File: src/sv/integer_alu_with_power_factorial_unit_assert.svh
`ifndef INTEGER_ALU_WITH_POWER_FACTORIAL_UNIT_ASSERT_SVH
`define INTEGER_ALU_WITH_POWER_FACTORIAL_UNIT_ASSERT_SVH

// same-cycle implication
`define IALU_ASSERT_IMP(lbl, clk, rst_n, ante, cons) \
    lbl: assert property (@(posedge clk) disable iff (!rst_n) (ante) |-> (cons)) \
        else $error("assertion failed");

// next-cycle implication
`define IALU_ASSERT_NXT(lbl, clk, rst_n, ante, cons) \
    lbl: assert property (@(posedge clk) disable iff (!rst_n) (ante) |=> (cons)) \
        else $error("assertion failed");

`endif

File: src/sv/ialu_pkg.sv
`timescale 1ns / 1ps
package ialu_pkg;

    localparam int DATA_WIDTH_DEF = 32;
    localparam int FIELD_W        = 32;
    localparam int OP_W           = 3;
    localparam int ST_W           = 2;
    localparam int IN_TDATA_W     = 72;
    localparam int OUT_TDATA_W    = 72;
    localparam int MUL_DIGIT      = 8;

    localparam logic [OP_W-1:0] OP_ADD  = 3'd0;
    localparam logic [OP_W-1:0] OP_SUB  = 3'd1;
    localparam logic [OP_W-1:0] OP_MUL  = 3'd2;
    localparam logic [OP_W-1:0] OP_DIV  = 3'd3;
    localparam logic [OP_W-1:0] OP_POW  = 3'd4;
    localparam logic [OP_W-1:0] OP_FACT = 3'd5;

    localparam logic [ST_W-1:0] ST_OK      = 2'd0;
    localparam logic [ST_W-1:0] ST_DIV0    = 2'd1;
    localparam logic [ST_W-1:0] ST_NEGEXP  = 2'd2;
    localparam logic [ST_W-1:0] ST_NEGFACT = 2'd3;

    typedef logic [1:0] t_msel;
    localparam t_msel MSEL_AB     = 2'd0;
    localparam t_msel MSEL_ACC_SQ = 2'd1;
    localparam t_msel MSEL_SQ_SQ  = 2'd2;
    localparam t_msel MSEL_ACC_I  = 2'd3;

    typedef struct packed {
        logic      load;
        logic      mul_start;
        t_msel     mul_sel;
        logic      acc_ld;
        logic      sq_ld;
        logic      exp_shift;
        logic      i_inc;
        logic      div_step;
        logic      fin;
    } t_cmd;

    typedef struct packed {
        logic [OP_W-1:0] op;
        logic            err;
        logic            mul_busy;
        logic            exp_zero;
        logic            exp_lsb;
        logic            exp_le1;
        logic            fact_end;
        logic            div_last;
    } t_stat;

endpackage

File: src/sv/ialu_ctrl.sv
`timescale 1ns / 1ps
module ialu_ctrl import ialu_pkg::*; (
    input  logic  i_clk,
    input  logic  i_rst_n,
    input  logic  i_s_tvalid,
    output logic  o_s_tready,
    output logic  o_m_tvalid,
    input  logic  i_m_tready,
    input  t_stat i_stat,
    output t_cmd  o_cmd
);

    localparam logic [3:0] S_IDLE  = 4'd0;
    localparam logic [3:0] S_LOAD  = 4'd1;
    localparam logic [3:0] S_MULW  = 4'd2;
    localparam logic [3:0] S_DIV   = 4'd3;
    localparam logic [3:0] S_POW   = 4'd4;
    localparam logic [3:0] S_POWM1 = 4'd5;
    localparam logic [3:0] S_POWSQ = 4'd6;
    localparam logic [3:0] S_POWM2 = 4'd7;
    localparam logic [3:0] S_FACT  = 4'd8;
    localparam logic [3:0] S_FACTM = 4'd9;
    localparam logic [3:0] S_FIN   = 4'd10;

    logic [3:0] r_state, n_state;
    logic       r_ov, n_ov;

    assign o_s_tready = (r_state == S_IDLE);
    assign o_m_tvalid = r_ov;

    always_comb begin
        n_state = r_state;
        o_cmd   = '0;
        unique case (r_state)
            S_IDLE: begin
                if (i_s_tvalid) begin
                    o_cmd.load = 1'b1;
                    n_state    = S_LOAD;
                end
            end
            S_LOAD: begin
                if (i_stat.err) begin
                    n_state = S_FIN;
                end else begin
                    case (i_stat.op)
                        OP_MUL: begin
                            o_cmd.mul_start = 1'b1;
                            o_cmd.mul_sel   = MSEL_AB;
                            n_state         = S_MULW;
                        end
                        OP_DIV:  n_state = S_DIV;
                        OP_POW:  n_state = S_POW;
                        OP_FACT: n_state = S_FACT;
                        default: n_state = S_FIN;
                    endcase
                end
            end
            S_MULW: begin
                if (!i_stat.mul_busy) begin
                    o_cmd.acc_ld = 1'b1;
                    n_state      = S_FIN;
                end
            end
            S_DIV: begin
                o_cmd.div_step = 1'b1;
                if (i_stat.div_last) n_state = S_FIN;
            end
            S_POW: begin
                if (i_stat.exp_zero) begin
                    n_state = S_FIN;
                end else if (i_stat.exp_lsb) begin
                    o_cmd.mul_start = 1'b1;
                    o_cmd.mul_sel   = MSEL_ACC_SQ;
                    n_state         = S_POWM1;
                end else begin
                    n_state = S_POWSQ;
                end
            end
            S_POWM1: begin
                if (!i_stat.mul_busy) begin
                    o_cmd.acc_ld = 1'b1;
                    n_state      = S_POWSQ;
                end
            end
            S_POWSQ: begin
                o_cmd.exp_shift = 1'b1;
                if (i_stat.exp_le1) begin
                    n_state = S_POW;
                end else begin
                    o_cmd.mul_start = 1'b1;
                    o_cmd.mul_sel   = MSEL_SQ_SQ;
                    n_state         = S_POWM2;
                end
            end
            S_POWM2: begin
                if (!i_stat.mul_busy) begin
                    o_cmd.sq_ld = 1'b1;
                    n_state     = S_POW;
                end
            end
            S_FACT: begin
                if (i_stat.fact_end) begin
                    n_state = S_FIN;
                end else begin
                    o_cmd.mul_start = 1'b1;
                    o_cmd.mul_sel   = MSEL_ACC_I;
                    n_state         = S_FACTM;
                end
            end
            S_FACTM: begin
                if (!i_stat.mul_busy) begin
                    o_cmd.acc_ld = 1'b1;
                    o_cmd.i_inc  = 1'b1;
                    n_state      = S_FACT;
                end
            end
            S_FIN: begin
                if (!r_ov || i_m_tready) begin
                    o_cmd.fin = 1'b1;
                    n_state   = S_IDLE;
                end
            end
            default: n_state = S_IDLE;
        endcase
    end

    always_comb begin
        n_ov = r_ov;
        if (o_cmd.fin) begin
            n_ov = 1'b1;
        end else if (i_m_tready) begin
            n_ov = 1'b0;
        end
    end

    always_ff @(posedge i_clk) begin
        if (!i_rst_n) begin
            r_state <= S_IDLE;
            r_ov    <= 1'b0;
        end else begin
            r_state <= n_state;
            r_ov    <= n_ov;
        end
    end

endmodule

File: src/sv/ialu_dp.sv
`timescale 1ns / 1ps
module ialu_dp import ialu_pkg::*; #(
    parameter int DATA_WIDTH = DATA_WIDTH_DEF
) (
    input  logic                      i_clk,
    input  logic                      i_rst_n,
    input  logic [OP_W-1:0]           i_op,
    input  logic signed [FIELD_W-1:0] i_a,
    input  logic signed [FIELD_W-1:0] i_b,
    input  t_cmd                      i_cmd,
    output t_stat                     o_stat,
    output logic [FIELD_W-1:0]        o_value,
    output logic [FIELD_W-1:0]        o_rem,
    output logic [ST_W-1:0]           o_status
);

    localparam int W      = DATA_WIDTH;
    localparam int MSTEPS = (W + MUL_DIGIT - 1) / MUL_DIGIT;
    localparam int MCW    = $clog2(MSTEPS + 1);
    localparam int DCW    = $clog2(W + 1);

    logic [OP_W-1:0] r_op;
    logic [ST_W-1:0] r_st;
    logic [W-1:0]    r_a, r_b, r_acc, r_sq, r_exp, r_i, r_rem;
    logic [DCW-1:0]  r_cnt;
    logic [W-1:0]    r_mx, r_my, r_mp;
    logic [MCW-1:0]  r_mcnt;
    logic            r_mbusy;
    logic [W-1:0]    r_value, r_remo;
    logic [ST_W-1:0] r_status;

    logic [W-1:0]           a_w, b_w, mag_a, mag_b;
    logic [ST_W-1:0]        st_ld;
    logic [W+MUL_DIGIT-1:0] pp;
    logic [W:0]             rr_sh, diff;
    logic [W-1:0]           q_s, r_s, res_v, res_r;

    assign a_w   = W'(i_a);
    assign b_w   = W'(i_b);
    assign mag_a = a_w[W-1] ? (W'(0) - a_w) : a_w;
    assign mag_b = b_w[W-1] ? (W'(0) - b_w) : b_w;

    always_comb begin
        st_ld = ST_OK;
        case (i_op)
            OP_DIV:  if (b_w == '0) st_ld = ST_DIV0;
            OP_POW:  if (b_w[W-1]) st_ld = ST_NEGEXP;
            OP_FACT: if (a_w[W-1]) st_ld = ST_NEGFACT;
            default: st_ld = ST_OK;
        endcase
    end

    assign pp    = r_mx * r_my[MUL_DIGIT-1:0];
    assign rr_sh = {r_rem, r_acc[W-1]};
    assign diff  = rr_sh - {1'b0, r_sq};

    assign q_s = (r_a[W-1] ^ r_b[W-1]) ? (W'(0) - r_acc) : r_acc;
    assign r_s = r_a[W-1] ? (W'(0) - r_rem) : r_rem;

    always_comb begin
        res_v = '0;
        res_r = '0;
        if (r_st == ST_OK) begin
            case (r_op) inside
                OP_ADD: res_v = r_a + r_b;
                OP_SUB: res_v = r_a - r_b;
                OP_MUL, OP_POW, OP_FACT: res_v = r_acc;
                OP_DIV: begin
                    res_v = q_s;
                    res_r = r_s;
                end
                default: res_v = '0;
            endcase
        end
    end

    assign o_stat.op       = r_op;
    assign o_stat.err      = (r_st != ST_OK);
    assign o_stat.mul_busy = r_mbusy;
    assign o_stat.exp_zero = (r_exp == '0);
    assign o_stat.exp_lsb  = r_exp[0];
    assign o_stat.exp_le1  = (r_exp[W-1:1] == '0);
    assign o_stat.fact_end = (r_i > r_a) || (r_acc == '0);
    assign o_stat.div_last = (r_cnt == DCW'(1));

    assign o_value  = FIELD_W'(r_value);
    assign o_rem    = FIELD_W'(r_remo);
    assign o_status = r_status;

    always_ff @(posedge i_clk) begin
        if (i_cmd.load) begin
            r_op  <= i_op;
            r_st  <= st_ld;
            r_a   <= a_w;
            r_b   <= b_w;
            r_exp <= b_w;
            r_i   <= W'(1);
            r_rem <= '0;
            r_cnt <= DCW'(W);
            if (i_op == OP_DIV) begin
                r_acc <= mag_a;
                r_sq  <= mag_b;
            end else begin
                r_acc <= W'(1);
                r_sq  <= a_w;
            end
        end
        if (i_cmd.div_step) begin
            r_cnt <= r_cnt - DCW'(1);
            if (!diff[W]) begin
                r_rem <= diff[W-1:0];
                r_acc <= {r_acc[W-2:0], 1'b1};
            end else begin
                r_rem <= rr_sh[W-1:0];
                r_acc <= {r_acc[W-2:0], 1'b0};
            end
        end
        if (i_cmd.acc_ld) r_acc <= r_mp;
        if (i_cmd.sq_ld) r_sq <= r_mp;
        if (i_cmd.exp_shift) r_exp <= r_exp >> 1;
        if (i_cmd.i_inc) r_i <= r_i + W'(1);
        if (i_cmd.mul_start) begin
            r_mp   <= '0;
            r_mcnt <= MCW'(MSTEPS);
            case (i_cmd.mul_sel)
                MSEL_AB: begin
                    r_mx <= r_a;
                    r_my <= r_b;
                end
                MSEL_ACC_SQ: begin
                    r_mx <= r_acc;
                    r_my <= r_sq;
                end
                MSEL_SQ_SQ: begin
                    r_mx <= r_sq;
                    r_my <= r_sq;
                end
                default: begin
                    r_mx <= r_acc;
                    r_my <= r_i;
                end
            endcase
        end else if (r_mbusy) begin
            r_mp   <= r_mp + pp[W-1:0];
            r_mx   <= r_mx << MUL_DIGIT;
            r_my   <= r_my >> MUL_DIGIT;
            r_mcnt <= r_mcnt - MCW'(1);
        end
        if (i_cmd.fin) begin
            r_value  <= res_v;
            r_remo   <= res_r;
            r_status <= r_st;
        end
    end

    always_ff @(posedge i_clk) begin
        if (!i_rst_n) begin
            r_mbusy <= 1'b0;
        end else if (i_cmd.mul_start) begin
            r_mbusy <= 1'b1;
        end else if (r_mbusy && r_mcnt == MCW'(1)) begin
            r_mbusy <= 1'b0;
        end
    end

endmodule

File: src/sv/integer_alu_with_power_factorial_unit.sv
// Throughput: one transaction at a time, bound by the 8-bit-per-cycle shared multiplier
// and the 1-bit-per-cycle restoring divider; a result may wait while the next is taken.
// Reset: synchronous, active low; clears the controller, the output valid flag and the multiplier busy flag.
`timescale 1ns / 1ps
module integer_alu_with_power_factorial_unit import ialu_pkg::*; #(
    parameter int DATA_WIDTH = DATA_WIDTH_DEF
) (
    input  logic                   i_clk,
    input  logic                   i_rst_n,
    input  logic                   i_s_tvalid,
    output logic                   o_s_tready,
    input  logic [IN_TDATA_W-1:0]  i_s_tdata,  // operation, operand_a, operand_b
    output logic                   o_m_tvalid,
    input  logic                   i_m_tready,
    output logic [OUT_TDATA_W-1:0] o_m_tdata   // value, remainder_value, status
);

    t_cmd                cmd;
    t_stat               stat;
    logic [FIELD_W-1:0]  value, rem;
    logic [ST_W-1:0]     status;

    ialu_ctrl u_ctrl (
        .i_clk      (i_clk),
        .i_rst_n    (i_rst_n),
        .i_s_tvalid (i_s_tvalid),
        .o_s_tready (o_s_tready),
        .o_m_tvalid (o_m_tvalid),
        .i_m_tready (i_m_tready),
        .i_stat     (stat),
        .o_cmd      (cmd)
    );

    ialu_dp #(.DATA_WIDTH(DATA_WIDTH)) u_dp (
        .i_clk    (i_clk),
        .i_rst_n  (i_rst_n),
        .i_op     (i_s_tdata[OP_W-1:0]),
        .i_a      (i_s_tdata[OP_W+FIELD_W-1:OP_W]),
        .i_b      (i_s_tdata[OP_W+2*FIELD_W-1:OP_W+FIELD_W]),
        .i_cmd    (cmd),
        .o_stat   (stat),
        .o_value  (value),
        .o_rem    (rem),
        .o_status (status)
    );

    assign o_m_tdata = {(OUT_TDATA_W - 2*FIELD_W - ST_W)'(0), status, rem, value};

`include "integer_alu_with_power_factorial_unit_assert.svh"

    `IALU_ASSERT_NXT(a_busy_after_accept, i_clk, i_rst_n, i_s_tvalid && o_s_tready, !o_s_tready)
    `IALU_ASSERT_IMP(a_err_zero, i_clk, i_rst_n, o_m_tvalid && status != ST_OK, value == '0 && rem == '0)
    `IALU_ASSERT_IMP(a_valid_from_busy, i_clk, i_rst_n, $rose(o_m_tvalid), $past(!o_s_tready))

endmodule
File: config.mk
export PLATFORM = sky130hd
export DESIGN_NAME = integer_alu_with_power_factorial_unit
export DESIGN_NICKNAME = d
export VERILOG_FILES = /design/src/sv/ialu_pkg.sv /design/src/sv/ialu_ctrl.sv /design/src/sv/ialu_dp.sv /design/src/sv/integer_alu_with_power_factorial_unit.sv
export VERILOG_INCLUDE_DIRS = /design/src /design/src/sv
export SDC_FILE = /design/constraint.sdc
export NUM_CORES = 2
export LEC_CHECK = 0
export BUFFER_PORTS_ARGS = -buffer_cell sky130_fd_sc_hd__buf_4
export CAP_MARGIN = 20
export CORE_AREA = 2 2 253 255
export DETAILED_ROUTE_END_ITERATION = 6
export DIE_AREA = 0 0 255 257
export GPL_TIMING_DRIVEN = 1
export PLACE_DENSITY = 0.77
export SLEW_MARGIN = 30
export SYNTH_ARGS = -nofsm -noshare
export SYNTH_HDL_FRONTEND = slang
export SYNTH_HIERARCHICAL = 1
export SYNTH_SLANG_ARGS = --single-unit
File: constraint.sdc
create_clock -name i_clk -period 6.2 [get_ports i_clk]
set_input_delay 0.31 -clock i_clk [delete_from_list [all_inputs] [get_ports i_clk]]
set_output_delay 0.31 -clock i_clk [all_outputs]
set_load 0.01 [all_outputs]
==> results.cfg <==
[routing]
vias_per_cell = 6.16
drc = 0
drt-initial-drc-count = 3330
wirelength_um = 110000
dr.pass1.iters = 6
wire_per_inst_um = 23.5
vias = 28689
drtAntennaViolNets = 0

[setup_path]
reg2reg_to = u_dp/r_mp[20]$_SDFFE_PP0P_
crit_buf_inv = 4
worst_setup_path_end_kind = flop
startpoint = u_dp/r_my[5]$_DFFE_PP_
cp.depth = 18
critPathLaunchType = flop
crit_type = reg2reg
path_delay_family = adder cells
reg2reg_from = u_dp/r_my[5]$_DFFE_PP_
critPathSlowestCell = edfxtp_1
ff2ff_setup_slack_ns = 0.42
worstPathRequired_ns = 6.66
critPathMaxFanout = 27
cp_cell_sequence = nand2_1 > fa_1 > fa_1 > inv_1 > fa_1 > inv_1 > fa_1 > inv_1 > ha_1 > o21a_1 > o21ai_0 > o311ai_0 > buf_4 > a21oi_1 > o21ai_0 > a221oi_1 > xor2_1 > o22ai_1
crit_path_frequent_cell = fa_1
critPathArrivalTime_ns = 6.23
r2r_cells = 18
critPathMaxStageDelay_ns = 1.03
endpoint = u_dp/r_mp[20]$_SDFFE_PP0P_

[synth]
synth_top_family_by_area = adder cells
ys_ff_latch = 406
synth-xor-area-share_pct = 5.81
syn-instance-count = 3674
synth_compound_area_share_pct = 16.5
yosysTopAreaCell = edfxtp_1
ys_types = 91
avgSynthCellArea_um2 = 9.31
synth_top_area_share_pct = 32.0
synthMuxAreaShare_pct = 2.83
synthFlopType = edfxtp_1
synth_warnings = 6
yosys.area_share.simple_pct = 16.1
yosys.area_share.adder_pct = 17.6
synth_edf_count = 364
synth-seq-area-share_pct = 34.4
synthArstFlopShare_pct = 0
synth_area_leaders = edfxtp_1 32%, fa_1 11%, ha_1 6.5%
synth_area_um2 = 34200

[flow_run]
max-cap-violations = 0

[layout]
nets = 4221
drive_gt1_share_pct = 9.47
nFillCells = 5290
syn_to_final_growth_pct = 11.1
fin_cells = 4661

[die]
start_util_pct = 54.5
ios = 150
dieArea_um2 = 65500
fp-row-count = 92
die_y_um = 257
core_um2 = 62700
dieWidth_um = 255

[clock_tree]
root_buffer = clkbuf_16
cts_tree = done
insertion_delay_ns = 0.59
path_clk_slew_ns = 0.06
cts-buffers-inserted = 44
clk_path_buf_depth = 3
post_cts_buffers = 0
htree_levels = 2
cts.sinks = 406

[timing]
slew_viol_final = 0
layout_setup_ws_ns = 0.424
clock.fmax_mhz = 173
post-route-min-period_ns = 5.78
rsz0062_at_grt = no
relSlewSlack_pct = 30.6
clock-skew-final_ns = 0.0142
finalHoldViolCount = 0
tightest_slew_ns = 1.04
hold_ws_ns = 0.0158
min_period_over_period_pct = 93.2
setup_viol = 0
tns_ns = 0

[global_route]
grt_first_pass_wirelength_um = 163000
grt_max_degree = 80
antenna_found_initial = 8
grt_pass1_vias = 27412
track_usage_pct = 33.2
overflow = 0

[min_path]
hold_start = i_s_tdata[49]
hp-class = in2reg

[outcome]
status = finished clean

[placement]
portBuffers = 138
dpl_worst_slack_ns = 0.482
gp_congestion = 0.992
hpwl_um = 83400
placedCellCount = 4525
-- routing by layer --
layer | share of wire [%] | track usage (%) | up-vias
li1 | - | - | 13064
met1 | 38 | 43.0 | 13738
met2 | 45 | 52.1 | 1561
met3 | 11 | 7.95 | 316
met4 | 5.7 | 16.0 | 10
met5 | 0.060 | 0 | -
-- layout by cell type (no fill, tap or decap), types with 13 or more instances in the layout --
cell,instances
a21o_1,55
or4_1,20
o21bai_1,21
a21oi_1,207
nor2b_1,29
dlygate4sd3_1,51
xor2_1,116
and3_1,22
nand2b_1,21
fa_1,189
o31ai_1,35
o22ai_1,18
buf_4,180
edfxtp_1,364
nand4_1,48
a22oi_1,70
clkbuf_16,45
nor2_1,274
o41ai_1,13
mux2i_1,36
o21a_1,22
nor4_1,24
a221oi_1,37
a31oi_1,39
mux2_2,54
nand2_1,319
nor3_1,58
ha_1,177
o211ai_1,13
or3_1,28
inv_1,404
nand3_1,37
xnor2_1,111
dfxtp_1,41
a211oi_1,38
o21ai_0,213
and2_1,177
-- worst min-delay path by stage --
stage	depth (start not counted)	slack (ns)	endpoint
floorplan	0	0.41	u_dp/r_a[0]$_DFFE_PP_
global placement	0	0.46	u_dp/o_status[1]$_DFFE_PP_
detailed placement	0	0.46	u_dp/o_status[0]$_DFFE_PP_
CTS	1	0.0003	u_dp/r_b[14]$_DFFE_PP_
global route	1	0.002	u_dp/r_b[14]$_DFFE_PP_
finish	1	0.02	u_dp/r_b[14]$_DFFE_PP_
-- what timing repair did --
item,4_1_cts,5_1_grt
gates resized for setup,0,0
hold buffers,51,0
hold endpoints to repair,52,0
-- worst reg2reg max path: stages (launching register included) --
cell	delay (ns)
edfxtp_1	1.03
nand2_1	0.19
fa_1	0.54
fa_1	0.51
inv_1	0.05
fa_1	0.48
inv_1	0.05
fa_1	0.47
inv_1	0.05
ha_1	0.28
o21a_1	0.17
o21ai_0	0.29
o311ai_0	0.19
buf_4	0.19
a21oi_1	0.21
o21ai_0	0.16
a221oi_1	0.40
xor2_1	0.28
o22ai_1	0.10
-- flip-flops by register name, summed over array words and instances, names as in the netlist, 32 cells and up --
name          count
u_dp/r_b         32
u_dp/o_value     32
u_dp/o_rem       32
u_dp/r_mx        32
u_dp/r_exp       32
u_dp/r_rem       32
u_dp/r_my        32
u_dp/r_a         32
u_dp/r_i         32
u_dp/r_acc       32
u_dp/r_mp        32
u_dp/r_sq        32
-- cell usage after synthesis (all sizes together), types with 6 or more instances --
library cell	count
nor2	280
xnor2	111
fa	189
nor4	25
xor2	116
a21boi	11
edfxtp	364
o41ai	17
a21oi	207
a211oi	38
nand2	319
dfxtp	42
o211a	6
nand3	38
nand2b	21
clkbuf	153
ha	179
a311oi	6
a21o	55
o21a	22
buf	32
mux2	54
and2	179
nand4	48
o31ai	38
a22oi	70
o21ai	216
a2111oi	9
or4	23
and3	23
nand3b	6
nor3	64
o21bai	21
o211ai	14
a31oi	39
o22ai	18
nor2b	29
nor3b	10
a221oi	37
or2	12
inv	406
or3	31
o311ai	8
mux2i	36
-- area by class of cell --
cell class                 instances  area (um2)  area share, %
multi-input combinational       2679       20200           53.3
antenna                            3        7.51         0.0198
clock buffer                      61        1240           3.25
inverter                         409        1540           4.04
timing repair buffer             237        1970           5.19
sequential                       406       11800           31.0
tap                              846        1060           2.79
clock inverter                    20         179          0.471
-- cells by family after synthesis --
| kind of cell | Yosys count |
|---|---|
| other | 1 |
| adders and majority gates | 368 |
| DFF | 406 |
| muxes | 90 |
| and+or+nand+nor | 1118 |
| AOI/OAI and AO/OA | 870 |
| buffers and inverters | 594 |
| xor gates and xnor gates | 227 |
-- stage by stage --
step           utilization, %  instance area (um2)
6_report                 60.6                38000
5_1_grt                  60.6                38000
4_1_cts                  60.5                38000
3_5_place_dp             57.5                36000
3_3_place_gp             57.5                36000
2_1_floorplan               -                34200
Power is not shown: default switching activity piles up to over one toggle a cycle in this logic, so the estimate is an artifact.
